===== src/hdl/lcsr_fifo.sv =====
// Small synchronous queue built from registers.
module lcsr_fifo #(
  parameter int WIDTH = 8,
  parameter int DEPTH = 2
) (
  input  logic                       clk_i,
  input  logic                       rst_ni,
  input  logic                       push_i,
  input  logic [WIDTH-1:0]           data_i,
  input  logic                       pop_i,
  output logic [WIDTH-1:0]           data_o,
  output logic                       empty_o,
  output logic                       full_o,
  output logic [$clog2(DEPTH+1)-1:0] count_o
);

  localparam int PW = (DEPTH > 1) ? $clog2(DEPTH) : 1;
  localparam int CW = $clog2(DEPTH+1);

  logic [WIDTH-1:0] slot_q [DEPTH];
  logic [PW-1:0]    wptr_q, rptr_q;
  logic [CW-1:0]    count_q;
  logic             do_push, do_pop;

  assign empty_o = (count_q == '0);
  assign full_o  = (count_q == CW'(DEPTH));
  assign count_o = count_q;
  assign do_push = push_i && !full_o;
  assign do_pop  = pop_i && !empty_o;
  assign data_o  = slot_q[rptr_q];

  always_ff @(posedge clk_i) begin
    if (do_push) begin
      slot_q[wptr_q] <= data_i;
    end
  end

  always_ff @(posedge clk_i or negedge rst_ni) begin
    if (!rst_ni) begin
      wptr_q  <= '0;
      rptr_q  <= '0;
      count_q <= '0;
    end else begin
      if (do_push) begin
        wptr_q <= (wptr_q == PW'(DEPTH-1)) ? '0 : wptr_q + 1'b1;
      end
      if (do_pop) begin
        rptr_q <= (rptr_q == PW'(DEPTH-1)) ? '0 : rptr_q + 1'b1;
      end
      count_q <= count_q + CW'(do_push) - CW'(do_pop);
    end
  end

endmodule


===== config.mk =====
export PLATFORM = sky130hd
export DESIGN_NAME = lcsr_fifo
export DESIGN_NICKNAME = d
export VERILOG_FILES = /design/src/hdl/lcsr_fifo.sv
export SDC_FILE = /design/constraint.sdc
export NUM_CORES = 1
export LEC_CHECK = 0
export ABC_AREA = 1
export BUFFER_PORTS_ARGS = -buffer_cell sky130_fd_sc_hd__buf_2
export CAP_MARGIN = 15
export CORE_MARGIN = 3
export CORE_UTILIZATION = 47
export CTS_BUF_LIST = sky130_fd_sc_hd__clkbuf_4 sky130_fd_sc_hd__clkbuf_8
export DETAILED_ROUTE_END_ITERATION = 10
export PLACE_DENSITY = 0.76
export SYNTH_ARGS = -nofsm -noshare
export SYNTH_HDL_FRONTEND = slang
export SYNTH_SLANG_ARGS = --single-unit
export TNS_END_PERCENT = 10

===== constraint.sdc =====
create_clock -name clk_i -period 1.3 [get_ports clk_i]
set_input_delay 0.26 -clock clk_i [delete_from_list [all_inputs] [get_ports clk_i]]
set_output_delay 0.26 -clock clk_i [all_outputs]
set_load 0.05 [all_outputs]

Word-level counts from Yosys, hierarchy flattened. Memories as Yosys holds them, arrays and structs flattened. Cells that the tools add are included.

Memories kept: 1. Flip-flop bits (word level): 4. Input port bits: 12. Output and inout port bits: 12. Memory bits (writable): 16.

Equal/unequal tests: 1. Reductions and logical operators: 5. Add/subtract/negate cells: 4. Muxes and demuxes: 4.

Memories: slot_q (words 2, bits a word 8, read ports 1, clocked after Yosys merged registers in 0, wr ports 1, line 20) `logic [WIDTH-1:0] slot_q [DEPTH];`.

Operator list (count): 2-to-1 mux 1 bit (4); adder 1 bit, second input constant (2); adder 2 x 1 -> 2 bit (1); equality test 2 bit, second input constant (1); logical AND 1 bit (2); zero test 1 bit (2); zero test 2 bit (1); subtractor 2 x 1 -> 2 bit (1).

Logic depth before layout (Yosys ltp).
Depth in word-level cells: 5. Depth in mapped cells: 10. Gate-level depth less buffers: 10.

Least setup slack after synthesis. OpenSTA, ideal clock, no wires.

Path type: register to register. Start: register count_q[0], in the netlist count_o[0]. End: memory slot_q[1][0], enable pin. Library setup time: 371 ps. Buffers on the path: 0. Stages on the path, launching flop included: 5. Data required time: 929 ps. Arrival: 1274 ps. Setup slack: -344 ps. Cell sequence: dfrtp_1 inv_2 nand2_1 nand2_2 nor2_1.

Word-level cells in the longest chain between the ends: 5.

Ends and longest elaborated chain: start: declaration (line 22) `logic [CW-1:0] count_q;`; start signal: assignment (line 50) `count_q <= count_q + CW'(do_push) - CW'(do_pop);`; equality test 2 bit (line 26) `assign full_o = (count_q == CW'(DEPTH));`; zero test 1 bit (line 28) `assign do_push = push_i && !full_o;`; logical AND 1 bit (line 28); 2-to-1 mux 1 bit (line 33) `if (do_push) begin`; 2-to-1 mux 1 bit (not written as such) (line 34) `slot_q[wptr_q] <= data_i;`; end: declaration (line 20).

Every way passes these cells.

Final worst setup path.
Start: register count_q[1], in the netlist count_o[1]. End: output empty_o.

Word-level cells in the longest chain between the ends: 1.

Ends and longest elaborated chain: zero test 2 bit (line 25) `assign empty_o = (count_q == '0);`; end: declaration (line 12) `output logic empty_o,`.

Every way passes these cells.

==> impl_results.rst <==
.. list-table::
   :header-rows: 1

   * - Metric
     - Value
   * - Number of register bits inferred by synthesis
     - 20
   * - Violated checks
     - setup timing
   * - Max Root-Sink Buffers
     - 2
   * - Placed Instances
     - 125
   * - Final std cells w/o fill
     - 131
   * - Diodes inserted
     - 0
   * - Placeable core area
     - 1577 µm²
   * - Max_slew headroom
     - 89.81%
   * - Logic depth of the worst register-to-register path
     - 10
   * - Type of the tightest min-delay check
     - input pin to flip-flop
   * - Hold path depth
     - 1
   * - Final-stage net count
     - 130
   * - First-pass DRT Iterations
     - 4
   * - Highest fanout seen on the critical path
     - 3
   * - Hold violation count in the final report
     - 0
   * - Lkg Pwr
     - 0.6053 nW
   * - DP Wirelength
     - 1206 µm
   * - CTS root buf
     - sky130_fd_sc_hd__clkbuf_4
   * - Worst reg2reg endpoint
     - count_o[1]
   * - Cell type with the highest aggregate area in the netlist
     - sky130_fd_sc_hd__edfxtp_1
   * - Final worst-path setup slack
     - -0.1639 ns
   * - Pin count of the biggest net entering global routing
     - 13
   * - Fin Clk Skew
     - 0.001771 ns
   * - Drt drc
     - 0
   * - Total CTS buffers
     - 3
   * - Unrepaired setup endpoints after global routing
     - yes
   * - Post-synth net total
     - 89
   * - End-of-flow core utilization
     - 81.03%
   * - Die W
     - 48.05 µm
   * - Leftover overflow at the end of global routing
     - 0
   * - Total global-route track usage
     - 17.87%
   * - Hold worst-path end
     - slot_q[0][6]
   * - Area share of the leading cell type in the synthesized netlist
     - 57.83%
   * - Via count normalized by instance count
     - 5.000
   * - Power Dens Cells
     - 2964 nW/µm²
   * - Netlist cell types
     - 12
   * - Mapped Area
     - 830.8 µm²
   * - Largest cells by area after synthesis
     - sky130_fd_sc_hd__edfxtp_1, sky130_fd_sc_hd__nand2_1, sky130_fd_sc_hd__dfrtp_1, sky130_fd_sc_hd__inv_1, sky130_fd_sc_hd__ha_1
   * - Final Max Slew Viols
     - 0
   * - Launch instance of the worst min-delay path
     - data_i[6]
   * - Ratio of cells with drive above 1 in the final layout
     - 53.04%
   * - Via count
     - 655
   * - Cell count after synthesis
     - 75
   * - Worst supply voltage drop on vdd
     - 1.805 mV
   * - Port-buffer cells
     - 23
   * - Number of primary I/O pins
     - 24
   * - Worst Setup End Kind
     - output port
   * - Reg-to-reg setup timing slack
     - -0.08 ns
   * - Initial Util
     - 52.70%
   * - Placer Congestion
     - 0.7052
   * - Outcome
     - finished, violations left
   * - Period utilization
     - 112.6%
   * - Number of endpoints failing setup at the final stage
     - 12
   * - Wirelength per Cell
     - 13.97 µm
   * - Worst Setup Start Kind
     - flip-flop
   * - Clock network latency to the later pin of the worst-skew pair
     - 0.30 ns
   * - Slew at the pin with the worst max-slew slack
     - 0.1528 ns
   * - Total clock sinks
     - 20
   * - Area growth from synthesis to layout
     - 53.77%
   * - Most frequent cells in the layout
     - sky130_fd_sc_hd__nand2_1, sky130_fd_sc_hd__edfxtp_1, sky130_fd_sc_hd__buf_6, sky130_fd_sc_hd__buf_2, sky130_fd_sc_hd__buf_4
   * - TritonCTS clock tree
     - built
   * - Clock slew seen by the registers of the worst setup and hold paths
     - 0.11 ns
   * - Peak Freq
     - 683.1 MHz
   * - FF-to-FF Start
     - count_o[1]
   * - Final routed wirelength across all metal layers
     - 1830 µm
   * - Data required time at the worst endpoint
     - 1.04 ns
   * - Classification of the worst setup path
     - flip-flop to output port
   * - Commonest non-fill, non-tap cell in the layout
     - sky130_fd_sc_hd__nand2_1
   * - Final critical delay including setup and external delays
     - 1.464 ns
   * - Row count
     - 14
   * - Warnings, synthesis
     - 0
   * - Number of antenna-violating nets in the routed design
     - 0
   * - Arrival time of data at the critical path endpoint
     - 1.20 ns
   * - DRC marker count from the first detailed-route iteration
     - 3
   * - Die Area
     - 2308 µm²
   * - Sequential element share of the synthesized area
     - 69.88%
   * - Wire length of the first global-routing pass
     - 2656 µm
   * - Mean instance size in the synthesized netlist
     - 11.08 µm²
   * - Initial antenna violation count
     - 0
   * - Depth of the CTS H-tree
     - 1
   * - Vias in the first global route
     - 636
   * - Total of max-cap violations
     - 0
   * - Die boundary height
     - 48.05 µm
Yosys cell counts (all sizes together):
library cell / number
clkinv: 1
buf: 1
nor2: 1
edfxtp: 16
inv: 10
nand2: 37
nand3: 3
ha: 2
dfrtp: 4
cell families (layout without fill, tap and decap cells):
kind of cell	after synthesis	in the layout	synth area share, %
fa+ha+maj	2	2	3.012
flops	20	20	69.88
simple gates	41	41	20.18
buf+inv	12	52	6.927
metal layers:
| layer | part of all wire (%) | GRT usage, % | wire [µm] | vias up |
|---|---|---|---|---|
| met5 | 0 | 0 | 0 | - |
| met4 | 2.1 | 8.602 | 38 | 0 |
| met3 | 5.4 | 6.391 | 99 | 4 |
| met2 | 56 | 32.19 | 1028 | 21 |
| met1 | 36 | 18.01 | 663 | 313 |
| li1 | - | - | - | 317 |
worst max-delay path by stage:
stage | startpoint | end | slack [ns] | cells after the start
2_1_floorplan | count_o[0] | count_o[1] | -0.17 | 10
3_3_place_gp | count_o[0] | count_o[1] | -0.02 | 10
3_5_place_dp | count_o[1] | count_o[1] | -0.11 | 10
4_1_cts | count_o[1] | count_o[1] | -0.15 | 10
5_1_grt | count_o[1] | empty_o | -0.23 | 5
6_report | count_o[1] | empty_o | -0.16 | 5
where the power goes:
part	internal (W)	switching (W)	leakage (nW)	total [W]
logic	0.000913	0.00137	0.384	0.00228
clock network	0.000312	0.000193	0.0279	0.000504
registers	0.000899	0.0000984	0.194	0.000997
total	0.00212	0.00166	0.605	0.00379
repair_timing:
item,CTS,global route
gates cloned,0,0
endpoints found under the setup margin,14,22
gates resized for setup,35,10
setup buffers,0,1
pin swaps,8,7
hold buffers,1,0
endpoints found under the hold margin,4,0
metrics by stage:
step / hold slack [ns] / power (W) / cell area (µm²) / setup TNS, ns / setup WS [ns]
after floorplan: -0.03559 / 0.002167 / 835.8 / -0.6796 / -0.1691
after global placement: 0.07194 / 0.002677 / 1062 / -0.01801 / -0.01801
after detailed placement: 0.08079 / 0.002737 / 1062 / -0.1382 / -0.1066
after CTS: 0.1332 / 0.003641 / 1229 / -1.602 / -0.1491
after global routing: 0.1090 / 0.004021 / 1277 / -2.756 / -0.2336
final: 0.1391 / 0.003786 / 1277 / -1.537 / -0.1639
critical path, stage by stage, from the launching register on:
cell and delay [ns]:
sky130_fd_sc_hd__dfrtp_2 0.45, sky130_fd_sc_hd__inv_2 0.08, sky130_fd_sc_hd__nand2_2 0.07, sky130_fd_sc_hd__buf_6 0.13
sky130_fd_sc_hd__inv_4 0.05, sky130_fd_sc_hd__buf_8 0.13
sequential cells by signal, summed over array words and instances, names as in the netlist:
register	count
wptr_q	1
count_o	2
rptr_q	1
slot_q	16
layout make-up:
cell class	instances	area, µm²
Clock buffer	3	22.52
Clock inverter	1	30.03
Fill cell	85	299.0
Inverter	11	48.80
Multi-Input combinational cell	43	235.2
Sequential cell	20	584.3
Tap cell	16	20.02
Timing Repair Buffer	37	336.6
Power figures use the tool's default switching activity.
