===== config.mk =====
export PLATFORM = sky130hd
export DESIGN_NAME = lcsr_front
export DESIGN_NICKNAME = d
export VERILOG_FILES = /design/src/hdl/lcsr_pkg.sv /design/src/hdl/lcsr_front.sv
export SDC_FILE = /design/constraint.sdc
export NUM_CORES = 1
export LEC_CHECK = 0
export BUFFER_PORTS_ARGS = -buffer_cell sky130_fd_sc_hd__clkbuf_2
export CORE_MARGIN = 3
export CORE_UTILIZATION = 63
export DETAILED_ROUTE_END_ITERATION = 10
export MAX_ROUTING_LAYER = met4
export PLACE_DENSITY = 0.85
export SKIP_LAST_GASP = 1
export SYNTH_ARGS = -nofsm -noshare
export SYNTH_HDL_FRONTEND = slang
export SYNTH_SLANG_ARGS = --single-unit

===== constraint.sdc =====
create_clock -name vclk -period 15.2
set_clock_uncertainty 0.1 [all_clocks]
set_input_delay 3.04 -clock vclk [all_inputs]
set_output_delay 3.04 -clock vclk [all_outputs]
set_load 0.05 [all_outputs]

===== src/hdl/lcsr_pkg.sv =====
// Shared types and constants for the lossless context sample reconstruction block.
package lcsr_pkg;

  localparam int SAMPLE_BITS = 8;
  localparam int CTX_COUNT   = 365;
  localparam int CTX_BITS    = 9;
  localparam int MERR_BITS   = 9;

  localparam logic signed [7:0] C_MAX = 8'sd127;
  localparam logic signed [7:0] C_MIN = -8'sd128;
  localparam logic [7:0]        N_CAP = 8'd255;

  localparam logic [15:0] A_RESET = 16'd4;
  localparam logic [7:0]  N_RESET = 8'd1;

  localparam logic [7:0] T1_RESET = 8'd3;
  localparam logic [7:0] T2_RESET = 8'd7;
  localparam logic [7:0] T3_RESET = 8'd21;
  localparam logic [7:0] HC_RESET = 8'd64;

  typedef enum logic [1:0] {
    CFG_THRESHOLD_ONE   = 2'd0,
    CFG_THRESHOLD_TWO   = 2'd1,
    CFG_THRESHOLD_THREE = 2'd2,
    CFG_HALVING_COUNT   = 2'd3
  } cfg_reg_e;

  // Classified sample handed from the front to the back.
  typedef struct packed {
    logic [CTX_BITS-1:0]    ctx;
    logic                   neg;
    logic [SAMPLE_BITS-1:0] pred;
    logic [MERR_BITS-1:0]   merr;
  } front_item_t;

  // One context table entry.
  typedef struct packed {
    logic [15:0]       a;
    logic signed [9:0] b;
    logic signed [7:0] c;
    logic [7:0]        n;
  } ctx_word_t;

  typedef struct packed {
    logic [SAMPLE_BITS-1:0] sample;
    logic [CTX_BITS-1:0]    ctx;
  } result_t;

endpackage


===== src/hdl/lcsr_front.sv =====
// Front end: gradient quantization, context folding and edge predictor.
module lcsr_front (
  input  logic [7:0]                left_sample_i,
  input  logic [7:0]                above_sample_i,
  input  logic [7:0]                above_left_sample_i,
  input  logic [7:0]                above_right_sample_i,
  input  logic [8:0]                mapped_error_i,
  input  logic [7:0]                t1_i,
  input  logic [7:0]                t2_i,
  input  logic [7:0]                t3_i,
  output lcsr_pkg::front_item_t     item_o
);
  import lcsr_pkg::*;

  function automatic logic signed [3:0] quant(input logic signed [9:0] g,
                                              input logic [7:0] t1,
                                              input logic [7:0] t2,
                                              input logic [7:0] t3);
    logic signed [9:0] p1, p2, p3;
    p1 = $signed({2'b00, t1});
    p2 = $signed({2'b00, t2});
    p3 = $signed({2'b00, t3});
    if (g <= -p3)      quant = -4'sd4;
    else if (g <= -p2) quant = -4'sd3;
    else if (g <= -p1) quant = -4'sd2;
    else if (g < 0)    quant = -4'sd1;
    else if (g == 0)   quant = 4'sd0;
    else if (g < p1)   quant = 4'sd1;
    else if (g < p2)   quant = 4'sd2;
    else if (g < p3)   quant = 4'sd3;
    else               quant = 4'sd4;
  endfunction

  logic signed [9:0]  sa, sb, sc, sd;
  logic signed [3:0]  q0, q1, q2, f0, f1, f2;
  logic               neg;
  logic signed [10:0] ctx_s;
  logic [7:0]         mx, mn;
  logic [9:0]         mid;
  logic [7:0]         pred;

  assign sa = $signed({2'b00, left_sample_i});
  assign sb = $signed({2'b00, above_sample_i});
  assign sc = $signed({2'b00, above_left_sample_i});
  assign sd = $signed({2'b00, above_right_sample_i});

  always_comb begin
    q0  = quant(sd - sb, t1_i, t2_i, t3_i);
    q1  = quant(sb - sc, t1_i, t2_i, t3_i);
    q2  = quant(sc - sa, t1_i, t2_i, t3_i);
    neg = (q0 < 0) || ((q0 == 0) && ((q1 < 0) || ((q1 == 0) && (q2 < 0))));
    f0  = neg ? -q0 : q0;
    f1  = neg ? -q1 : q1;
    f2  = neg ? -q2 : q2;
    ctx_s = 11'sd81 * 11'(f0) + 11'sd9 * 11'(f1) + 11'(f2);

    mx  = (left_sample_i > above_sample_i) ? left_sample_i : above_sample_i;
    mn  = (left_sample_i < above_sample_i) ? left_sample_i : above_sample_i;
    mid = {2'b00, left_sample_i} + {2'b00, above_sample_i} - {2'b00, above_left_sample_i};
    if (above_left_sample_i >= mx)      pred = mn;
    else if (above_left_sample_i <= mn) pred = mx;
    else                                pred = mid[7:0];

    item_o.ctx  = ctx_s[CTX_BITS-1:0];
    item_o.neg  = neg;
    item_o.pred = pred;
    item_o.merr = mapped_error_i;
  end

endmodule


---- After elaboration in Yosys (flattened, before gate mapping) ----
Index checks and enable logic that the tools add are counted.
word-level totals
  flip-flop bits (word level) ............. 0
  input port bits ......................... 65
  output and inout port bits .............. 27
cells by class
  $add $sub $neg .......................... 13
  multipliers ............................. 2
  magnitude comparators ................... 28
  muxes and demuxes ....................... 31
  reduce and logical (&&, ||, !) cells .... 9
operators with widths
  kind                                                                          number
  32-bit zero test                                                              5
  9-bit by 10-bit <= comparator with 1-bit output                               9
  9-bit less-than comparator                                                    9
  4-bit 2-to-1 mux                                                              15
  3-bit 2-to-1 mux                                                              12
  8-bit 2-to-1 mux                                                              4
  8-bit negator with 10-bit output                                              3
  9-bit by 1-bit less-than comparator with 1-bit output, second input constant  3
  8-bit by 8-bit subtractor with 9-bit output                                   3
  4-bit by 1-bit less-than comparator with 1-bit output, second input constant  3
  4-bit negator                                                                 3
  9-bit by 4-bit adder with 9-bit output                                        1
  9-bit adder                                                                   1
  5-bit by 4-bit multiplier with 9-bit output, first input constant             1
  8-bit by 4-bit multiplier with 9-bit output, first input constant             1
  8-bit adder                                                                   1
  8-bit greater-or-equal comparator                                             1
  8-bit > comparator                                                            1
  8-bit <= comparator                                                           1
  8-bit less-than comparator                                                    1
  8-bit subtractor                                                              1
  1-bit logical AND                                                             2
  1-bit logical OR                                                              2

---- Depth between registers and ports, before layout ----
Gate-level depths: netlist of run 1.
  word-level depth ........................ 19
  depth in mapped cells ................... 39
  gate-level depth less buffers ........... 39

---- Worst setup path after synthesis of run 1 ----
OpenSTA, ideal clock, no wires.
  path type ............................... input -> output
  start point ............................. input above_sample_i[0]
  end point ............................... output item_o[26] (netlist bit)
  arrival ................................. 10879 ps
  data required time ...................... 12060 ps
  path slack .............................. 1181 ps
  stages on the path ...................... 35
  path buffers ............................ 0
  cells stage by stage .................... inv_1 ha_1 fa_1 nand2b_1 a21oi_1 nor3_1 a21oi_1 inv_1 ha_1 or4_1 a2111oi_0 o32ai_1 nor2b_1 o21ai_0 ha_1 inv_1 a311oi_1 o21ai_2 nand3_4 mux2_2 ha_1 ha_1 fa_1 inv_1 fa_1 inv_1 ha_1 ha_1 a21o_1 a21oi_1 o21bai_1 a21oi_1 o21ai_0 xnor2_1 xnor2_1
RTL lines
  what             line              RTL
  start, declared  lcsr_front.sv:4   input logic [7:0] above_sample_i,
  end, declared    lcsr_front.sv:11  output lcsr_pkg::front_item_t item_o

==> impl_results.md, run 1 <==
* Result of the run: finished, final reports clean
* Die area at 13800 um2
* RSZ-0062 raised after global routing: no
* Initial Util at 64.8%
* Gate Count Post-Synth at 972
* Netlist cell types at 77
* Final Critical Period at 14660 ps
* Crit path top cell by count: ha_1
* Most repeated cell in the gate-level netlist after synthesis: ha_1
* Crit Path Max Fanout at 8
* Area taken by multi-input logic gates at 7280 um2
* Synth area leader: ha_1
* Cells taking the most area after synthesis: ha_1, fa_1, inv_1
* Total congestion overflow after global routing at 0
* Sequential cells at 0
* Met3 usage at 1.88%
* Pwr dens at 167 nW/um2
* Wire length of the first global-routing pass at 35300 um
* Highest-delay cell along the critical path: fa_1
* Data required time at the worst endpoint at 12060 ps
* Width of the chip at 117 um
* Worst min path class: input port to output pin
* Floorplan Core Area at 12100 um2
* Routed len/inst at 17.9 um
* Max rail drop VDD at 352 uV
* Part of the power in registers at 0%
* Pins Over Slew Limit at 0
* Total setup violations reported at the end of the flow at 0
* Post-synthesis average cell area at 8.05 um2
* Actual slew at the worst max-slew pin at 1290 ps
* Post-DP Area at 8400 um2
* Maxcap violations at 0
* Post-Synthesis Net Count at 1310
* Remaining DRCs at 0
* Area growth from synthesis to final layout at 7.63%
* Final cell utilization of the core at 69.8%
* Routed wire length at 21700 um
* Portion of total power attributed to the clock network at 0%
* Final ANT Viol Nets at 0
* Post-Syn Area at 7820 um2
* Total design power at 1410 uW
* Critical path type: input port to output pin
* Diodes inserted at 0
* Reported leakage power at 0.00441 uW
* Drt initial violations at 563
* Post-route design area at 8420 um2
* Fraction of met2 tracks used by global routing at 52.2%
* Final total negative setup slack at 0 ps
* Overall global routing resource usage at 31.4%
* Vias in the first global route at 7336
* Layout cell share with drive strength beyond 1 at 11.3%
* Crit path largest cell delay at 570 ps
* Worst slew margin at 13.3%
* Share of total power in combinational logic at 100.0%
* Top post-synthesis cells by count: ha_1, inv_1, a21oi_1
* Reported net switching power at 928 uW
* Floorplan row count at 40
* Met1 usage at 41.4%
* Total I/O pin count at 92
* Seq/Total Area, Yosys at 0%
* HPWL Detailed at 18500 um
* Die Height at 117 um
* Initial antenna violation count at 0
* Filler cell count in the final layout at 964
* Layout Nets at 1385
* Bufs and invs on worst path at 7
* Highest achievable clock rate at 68.2 MHz
* Count of clock buffers in the final design at 0
* Total via count after detailed routing at 7617
* Yosys warns at 0
* Kind of cell adding the most delay to the critical path: adder cells
* CP Data Arrival Time at 11520 ps
* Period utilization at 96.4%
* Final non-filler cell total at 1213
* Count of endpoints failing hold in the final timing report at 0
* Post-CTS Hold Buffers at 0
* Internal power at 480 uW
* Total iterations of the first detailed-routing run at 5
* Nature of the critical path startpoint: input port
* Cell count after placement at 1212
* I/O Buffers at 74
* Busiest grt layer: met2
* Register Area at 0 um2
* Switching fraction of total power at 65.9%
* Critical path endpoint category: output pin
* Routability Congestion at 0.971
* Proportion of netlist area held by the largest area contributor at 40.0%
* Largest net degree at the start of global routing at 18
* Detailed-route vias per instance at 6.28
-- metal layers --
| metal | part of all wire (%) | vias up |
|---|---|---|
| met5 | 0 | - |
| met4 | 3.6 | 0 |
| met3 | 7.8 | 62 |
| met2 | 45 | 339 |
| met1 | 44 | 3490 |
| li1 | - | 3726 |
-- cells by family (layout without fill, tap and decap cells) --
family / Yosys count / count (layout) / synth area share [%]
compound gates: 235 / 235 / 19.9
fa+ha+maj: 273 / 273 / 45.9
xor+xnor: 56 / 56 / 6.27
simple gates: 241 / 241 / 16.7
buf+inv: 136 / 209 / 7.02
mux: 31 / 31 / 4.14
-- stage by stage --
step	worst slack, ps	hold WS, ps
2_1_floorplan	1180	6150
3_3_place_gp	840	5980
3_5_place_dp	570	5980
4_1_cts	518	5980
5_1_grt	8.46	5980
6_report	545	5980
-- final timing paths --
kind	slack, ps	endpoint	cells after the start	startpoint
worst max-delay path	540	item_o[26]	37	above_sample_i[0]
worst min-delay path	5980	item_o[2]	0	mapped_error_i[2]
-- timing repair --
action | in CTS | in global routing
setup endpoints to repair | 0 | 1
setup buffers | 0 | 1
resized for setup | 0 | 4
endpoints found under the hold margin | 0 | 0
-- power by group through the flow --
stage | combinational [uW] | sequential [uW] | clock [uW]
2_1_floorplan | 1100 | 0 | 0
3_3_place_gp | 1350 | 0 | 0
3_5_place_dp | 1380 | 0 | 0
4_1_cts | 1400 | 0 | 0
5_1_grt | 1550 | 0 | 0
6_report | 1410 | 0 | 0
-- final cells by class --
class                           count  share of cell area, %
Multi-Input combinational cell    836                   86.5
Timing Repair Buffer               87                   5.59
Inverter                          122                   5.44
Tap cell                          168                   2.50
-- layout by cell type (no fill, tap or decap), types with 8 or more instances in the layout --
cell type and n:
a21oi_1 73, o21ai_0 43, nand3_1 16, nand2_1 33, ha_1 250, nor2_1 52, a211oi_1 8, inv_1 122
nor2b_1 20, mux2_2 11, xor2_1 20, xnor2_1 36, o21a_1 12, mux2i_1 20, a21o_1 18, nand2b_1 19
buf_4 13, fa_1 23, nand4_1 21, nor3_1 30, nor4_1 9, clkbuf_2 73
Note: power is estimated with default switching activity, not from simulation.
==> run 2, diff against run 1 <==
--- a/config.mk
+++ b/config.mk
@@ -6,11 +6,13 @@
 export NUM_CORES = 1
 export LEC_CHECK = 0
 export BUFFER_PORTS_ARGS = -buffer_cell sky130_fd_sc_hd__clkbuf_2
+export CELL_PAD_IN_SITES_DETAIL_PLACEMENT = 0
+export CELL_PAD_IN_SITES_GLOBAL_PLACEMENT = 1
 export CORE_MARGIN = 3
-export CORE_UTILIZATION = 63
+export CORE_UTILIZATION = 47
 export DETAILED_ROUTE_END_ITERATION = 10
 export MAX_ROUTING_LAYER = met4
-export PLACE_DENSITY = 0.85
+export PLACE_DENSITY_LB_ADDON = 0.1
 export SKIP_LAST_GASP = 1
 export SYNTH_ARGS = -nofsm -noshare
 export SYNTH_HDL_FRONTEND = slang
==> run 2 against run 1 <==
Net effect:
- first-iteration DRC count decreased by 29%
- routed wire length rose by 7.5%
- final cell count up 4.3%
- worst hold slack unchanged
- cell area increased by 1.0%
- critical path depth did not move
- combinational power is essentially flat
- via count fell by 4.7%
- largest power group unchanged
- die area grew 32%
- highest routed layer unchanged
- fmax grew 0.79%
- power shrank 1.2%
==> impl_results.md, run 2 (same netlist as run 1, synthesis figures left out) <==
* Result of the run: finished, final reports clean
* I/O Buffers at 74
* Nature of the critical path startpoint: input port
* Largest net degree at the start of global routing at 18
* Wire length of the first global-routing pass at 37600 um
* HPWL Detailed at 19700 um
* Total iterations of the first detailed-routing run at 5
* Final ANT Viol Nets at 0
* Layout Nets at 1389
* Area growth from synthesis to final layout at 8.73%
* Most common library cell in the layout ignoring fill and taps: ha_1
* Worst min path class: input port to output pin
* Die Height at 135 um
* Total design power at 1390 uW
* Routed len/inst at 18.5 um
* Worst slew margin at 26.6%
* Crit Path Max Fanout at 8
* Startpoint of the lowest-slack hold path: mapped_error_i[3]
* Die area at 18200 um2
* Routed wire length at 23400 um
* Max rail drop VDD at 473 uV
* Sequential cells at 0
* Remaining DRCs at 0
* Crit path top cell by count: ha_1
* Width of the chip at 135 um
* Detailed-route vias per instance at 5.74
* Overall global routing resource usage at 26.4%
* Floorplan Core Area at 16100 um2
* Diodes inserted at 0
* Total setup violations reported at the end of the flow at 0
* Final total negative setup slack at 0 ps
* Count of clock buffers in the final design at 0
* Pwr dens at 164 nW/um2
* Number of cells on the worst hold path at 0
* RSZ-0062 raised after global routing: no
* Floorplan row count at 46
* CP Data Arrival Time at 11400 ps
* Vias in the first global route at 7038
* Bufs and invs on worst path at 7
* Final Critical Period at 14540 ps
* Maxcap violations at 0
* Initial antenna violation count at 0
* Total via count after detailed routing at 7259
* Initial Util at 48.7%
* Data required time at the worst endpoint at 12060 ps
* Actual slew at the worst max-slew pin at 1090 ps
* Highest-delay cell along the critical path: fa_1
* Period utilization at 95.7%
* Highest achievable clock rate at 68.8 MHz
* Hold Path Sink: item_o[3]
* Drt initial violations at 401
* Total I/O pin count at 92
* Reported leakage power at 0.00443 uW
* Register Area at 0 um2
* Pins Over Slew Limit at 0
* Crit path largest cell delay at 560 ps
* Most frequent cells in the layout: ha_1, inv_1, clkbuf_2
* Count of endpoints failing hold in the final timing report at 0
* Total congestion overflow after global routing at 0
* Critical path type: input port to output pin
* Routability Congestion at 0.918
* Critical path endpoint category: output pin
* Kind of cell adding the most delay to the critical path: adder cells
* Layout cell share with drive strength beyond 1 at 11.6%
-- run 2: changes by cell type in the layout (fill, tap and decap cells not counted) --
cell,previous run,this run
a2111oi_1,1,0
buf_4,13,17
clkbuf_2,73,74
clkbuf_4,1,0
a2111oi_0,1,2
-- run 2: per-layer routing --
layer / global-route usage [%] / up-vias / wire (um)
li1: - / 3746 / -
met1: 37.3 / 3282 / 11500
met2: 42.5 / 186 / 10300
met3: 0.782 / 45 / 899
met4: 5.60 / 0 / 651
met5: - / - / 0
-- run 2: timing repair --
| item | CTS | global route |
|---|---|---|
| endpoints found under the setup margin | 0 | 1 |
| setup buffers | 0 | 1 |
| resized for setup | 0 | 1 |
| hold buffers | 0 | 0 |
| endpoints found under the hold margin | 0 | 0 |
-- run 2: worst max-delay path by stage --
| stage | from | endpoint | slack, ps | cells past startpoint |
|---|---|---|---|---|
| after global routing | above_sample_i[0] | item_o[26] | 10 | 37 |
| after CTS | above_sample_i[0] | item_o[26] | 540 | 37 |
| final | above_sample_i[0] | item_o[26] | 660 | 37 |
| after detailed placement | above_sample_i[0] | item_o[26] | 600 | 37 |
| after floorplan | above_sample_i[0] | item_o[26] | 1180 | 35 |
| after global placement | above_sample_i[0] | item_o[26] | 680 | 37 |
-- run 2: report_power, final --
group / internal [uW] / total [uW] / switching [uW]
clock: 0 / 0 / 0
combinational: 475 / 1390 / 917
sequential: 0 / 0 / 0
total: 475 / 1390 / 917
-- run 2: per-stage QoR --
step,hold WS (ps),cells,cell area [um2],worst slack (ps),util [%]
2_1_floorplan,6150,972,7820,1180,-
3_3_place_gp,5980,1264,8490,680,52.9
3_5_place_dp,5980,1264,8490,598,52.9
4_1_cts,5980,1264,8490,544,52.9
5_1_grt,5980,1265,8500,12.6,53.0
6_report,5980,1265,8500,660,53.0
-- run 2: final cells by class --
cell class | count | area [um2]
Tap cell | 216 | 270
Multi-Input combinational cell | 836 | 7280
Timing Repair Buffer | 91 | 498
Inverter | 122 | 458
Fill cell | 1613 | 7550
==> run 3, diff against run 2 <==
--- a/config.mk
+++ b/config.mk
@@ -12,7 +12,7 @@
 export CORE_UTILIZATION = 47
 export DETAILED_ROUTE_END_ITERATION = 10
 export MAX_ROUTING_LAYER = met4
-export PLACE_DENSITY_LB_ADDON = 0.1
+export PLACE_DENSITY = 0.83
 export SKIP_LAST_GASP = 1
 export SYNTH_ARGS = -nofsm -noshare
 export SYNTH_HDL_FRONTEND = slang
==> constraint.sdc (replaced) <==
create_clock -name vclk -period 15.2
set_clock_uncertainty 0.1 [all_clocks]
set_input_delay 3.04 -clock vclk [all_inputs]
set_output_delay 3.04 -clock vclk [all_outputs]
set_load 0.005 [all_outputs]
==> run 3 against run 2 <==
Net effect:
- worst hold slack about the same
- first-iteration DRC count decreased by 4.7%
- critical endpoint unchanged
- non-clock buffer count increased by 1
==> impl_results.md, run 3 (same netlist as run 1, synthesis figures left out) <==
* Largest net degree at the start of global routing at 18
* Vias in the first global route at 6980
* Nature of the critical path startpoint: input port
* Initial antenna violation count at 1
* Overall global routing resource usage at 25.9%
* HPWL Detailed at 19400 um
* Worst slew margin at 31.7%
* Final total negative setup slack at 0 ps
* Count of clock buffers in the final design at 0
* Total iterations of the first detailed-routing run at 5
* Total congestion overflow after global routing at 0
* Filler cell count in the final layout at 1617
* Most frequent cells in the layout: ha_1, inv_1, clkbuf_2
* Buffers inserted by post-CTS timing repair at 0
* Count of endpoints failing hold in the final timing report at 0
* Result of the run: finished, final reports clean
* Layout Nets at 1390
* Crit path top cell by count: ha_1
* Remaining DRCs at 0
* Post-CTS Resized at 0
* Floorplan Core Area at 16100 um2
* Die Height at 135 um
* Hold Path Sink: item_o[2]
* Width of the chip at 135 um
* Initial Util at 48.7%
* Routed wire length at 22900 um
* Drt initial violations at 382
* Routed len/inst at 18.1 um
* Startpoint of the lowest-slack hold path: mapped_error_i[2]
* Pins Over Slew Limit at 0
* Area growth from synthesis to final layout at 8.80%
* Crit Path Max Fanout at 8
* Crit path largest cell delay at 560 ps
* Highest achievable clock rate at 68.7 MHz
* Post-CTS Hold Buffers at 0
* Number of cells on the worst hold path at 0
* Total via count after detailed routing at 7304
* Actual slew at the worst max-slew pin at 1020 ps
* Critical path type: input port to output pin
* RSZ-0062 raised after global routing: no
* Worst min path class: input port to output pin
* Detailed-route vias per instance at 5.76
* Register Area at 0 um2
* Data required time at the worst endpoint at 12060 ps
* I/O Buffers at 74
* Highest-delay cell along the critical path: fa_1
* Routability Congestion at 0.907
* Die area at 18200 um2
* Period utilization at 95.7%
* Total setup violations reported at the end of the flow at 0
* Sequential cells at 0
* Final ANT Viol Nets at 0
* Layout cell share with drive strength beyond 1 at 11.6%
* Critical path endpoint category: output pin
* Wire length of the first global-routing pass at 37000 um
* CP Data Arrival Time at 11410 ps
* Total I/O pin count at 92
* Maxcap violations at 0
* Final Critical Period at 14550 ps
* Floorplan row count at 46
* Most common library cell in the layout ignoring fill and taps: ha_1
-- run 3: cell types whose count changed in the layout (fill, tap and decap cells not counted), sizes merged --
cell   previous run  this run
diode             0         1
buf              17        18
-- run 3: area by class of cell --
| type | instances | area [um2] | area share, % |
|---|---|---|---|
| timing repair buffer | 92 | 505 | 5.94 |
| tap | 216 | 270 | 3.18 |
| antenna | 1 | 2.50 | 0.0294 |
| inverter | 122 | 458 | 5.38 |
| multi-input combinational | 836 | 7270 | 85.5 |
-- run 3: worst max-delay path by stage --
| stage | startpoint | slack (ps) | endpoint |
|---|---|---|---|
| after floorplan | above_sample_i[0] | 1830 | item_o[26] |
| after global placement | above_sample_i[0] | 810 | item_o[26] |
| after detailed placement | above_sample_i[0] | 640 | item_o[26] |
| after CTS | above_sample_i[0] | 600 | item_o[26] |
| after global routing | above_sample_i[0] | 20 | item_o[26] |
| final | above_sample_i[0] | 650 | item_o[26] |
-- run 3: stage by stage --
stage / util (%) / setup slack, ps / hold slack [ps] / cell area, um2 / instances
after floorplan: - / 1830 / 6060 / 7820 / 972
after global placement: 53.0 / 814 / 5980 / 8510 / 1266
after detailed placement: 53.0 / 639 / 5980 / 8510 / 1266
after CTS: 53.0 / 604 / 5980 / 8510 / 1266
after global routing: 53.0 / 23.6 / 5980 / 8510 / 1267
final: 53.0 / 651 / 5980 / 8510 / 1267
-- run 3: routing by layer --
layer / wire, um / track usage [%]
met5: 0 / -
met4: 455 / 3.98
met3: 1110 / 2.05
met2: 10000 / 41.7
met1: 11300 / 36.3
-- run 3: critical path, delay by kind of cell --
kind / cells / cell delay, ps
adder cells (fa/ha/maj): 10 / 3260
AO/OA/AOI/OAI: 12 / 2560
AND/OR/NAND/NOR: 5 / 1080
buffers and inverters: 7 / 760
multiplexers: 1 / 370
XOR/XNOR: 2 / 330
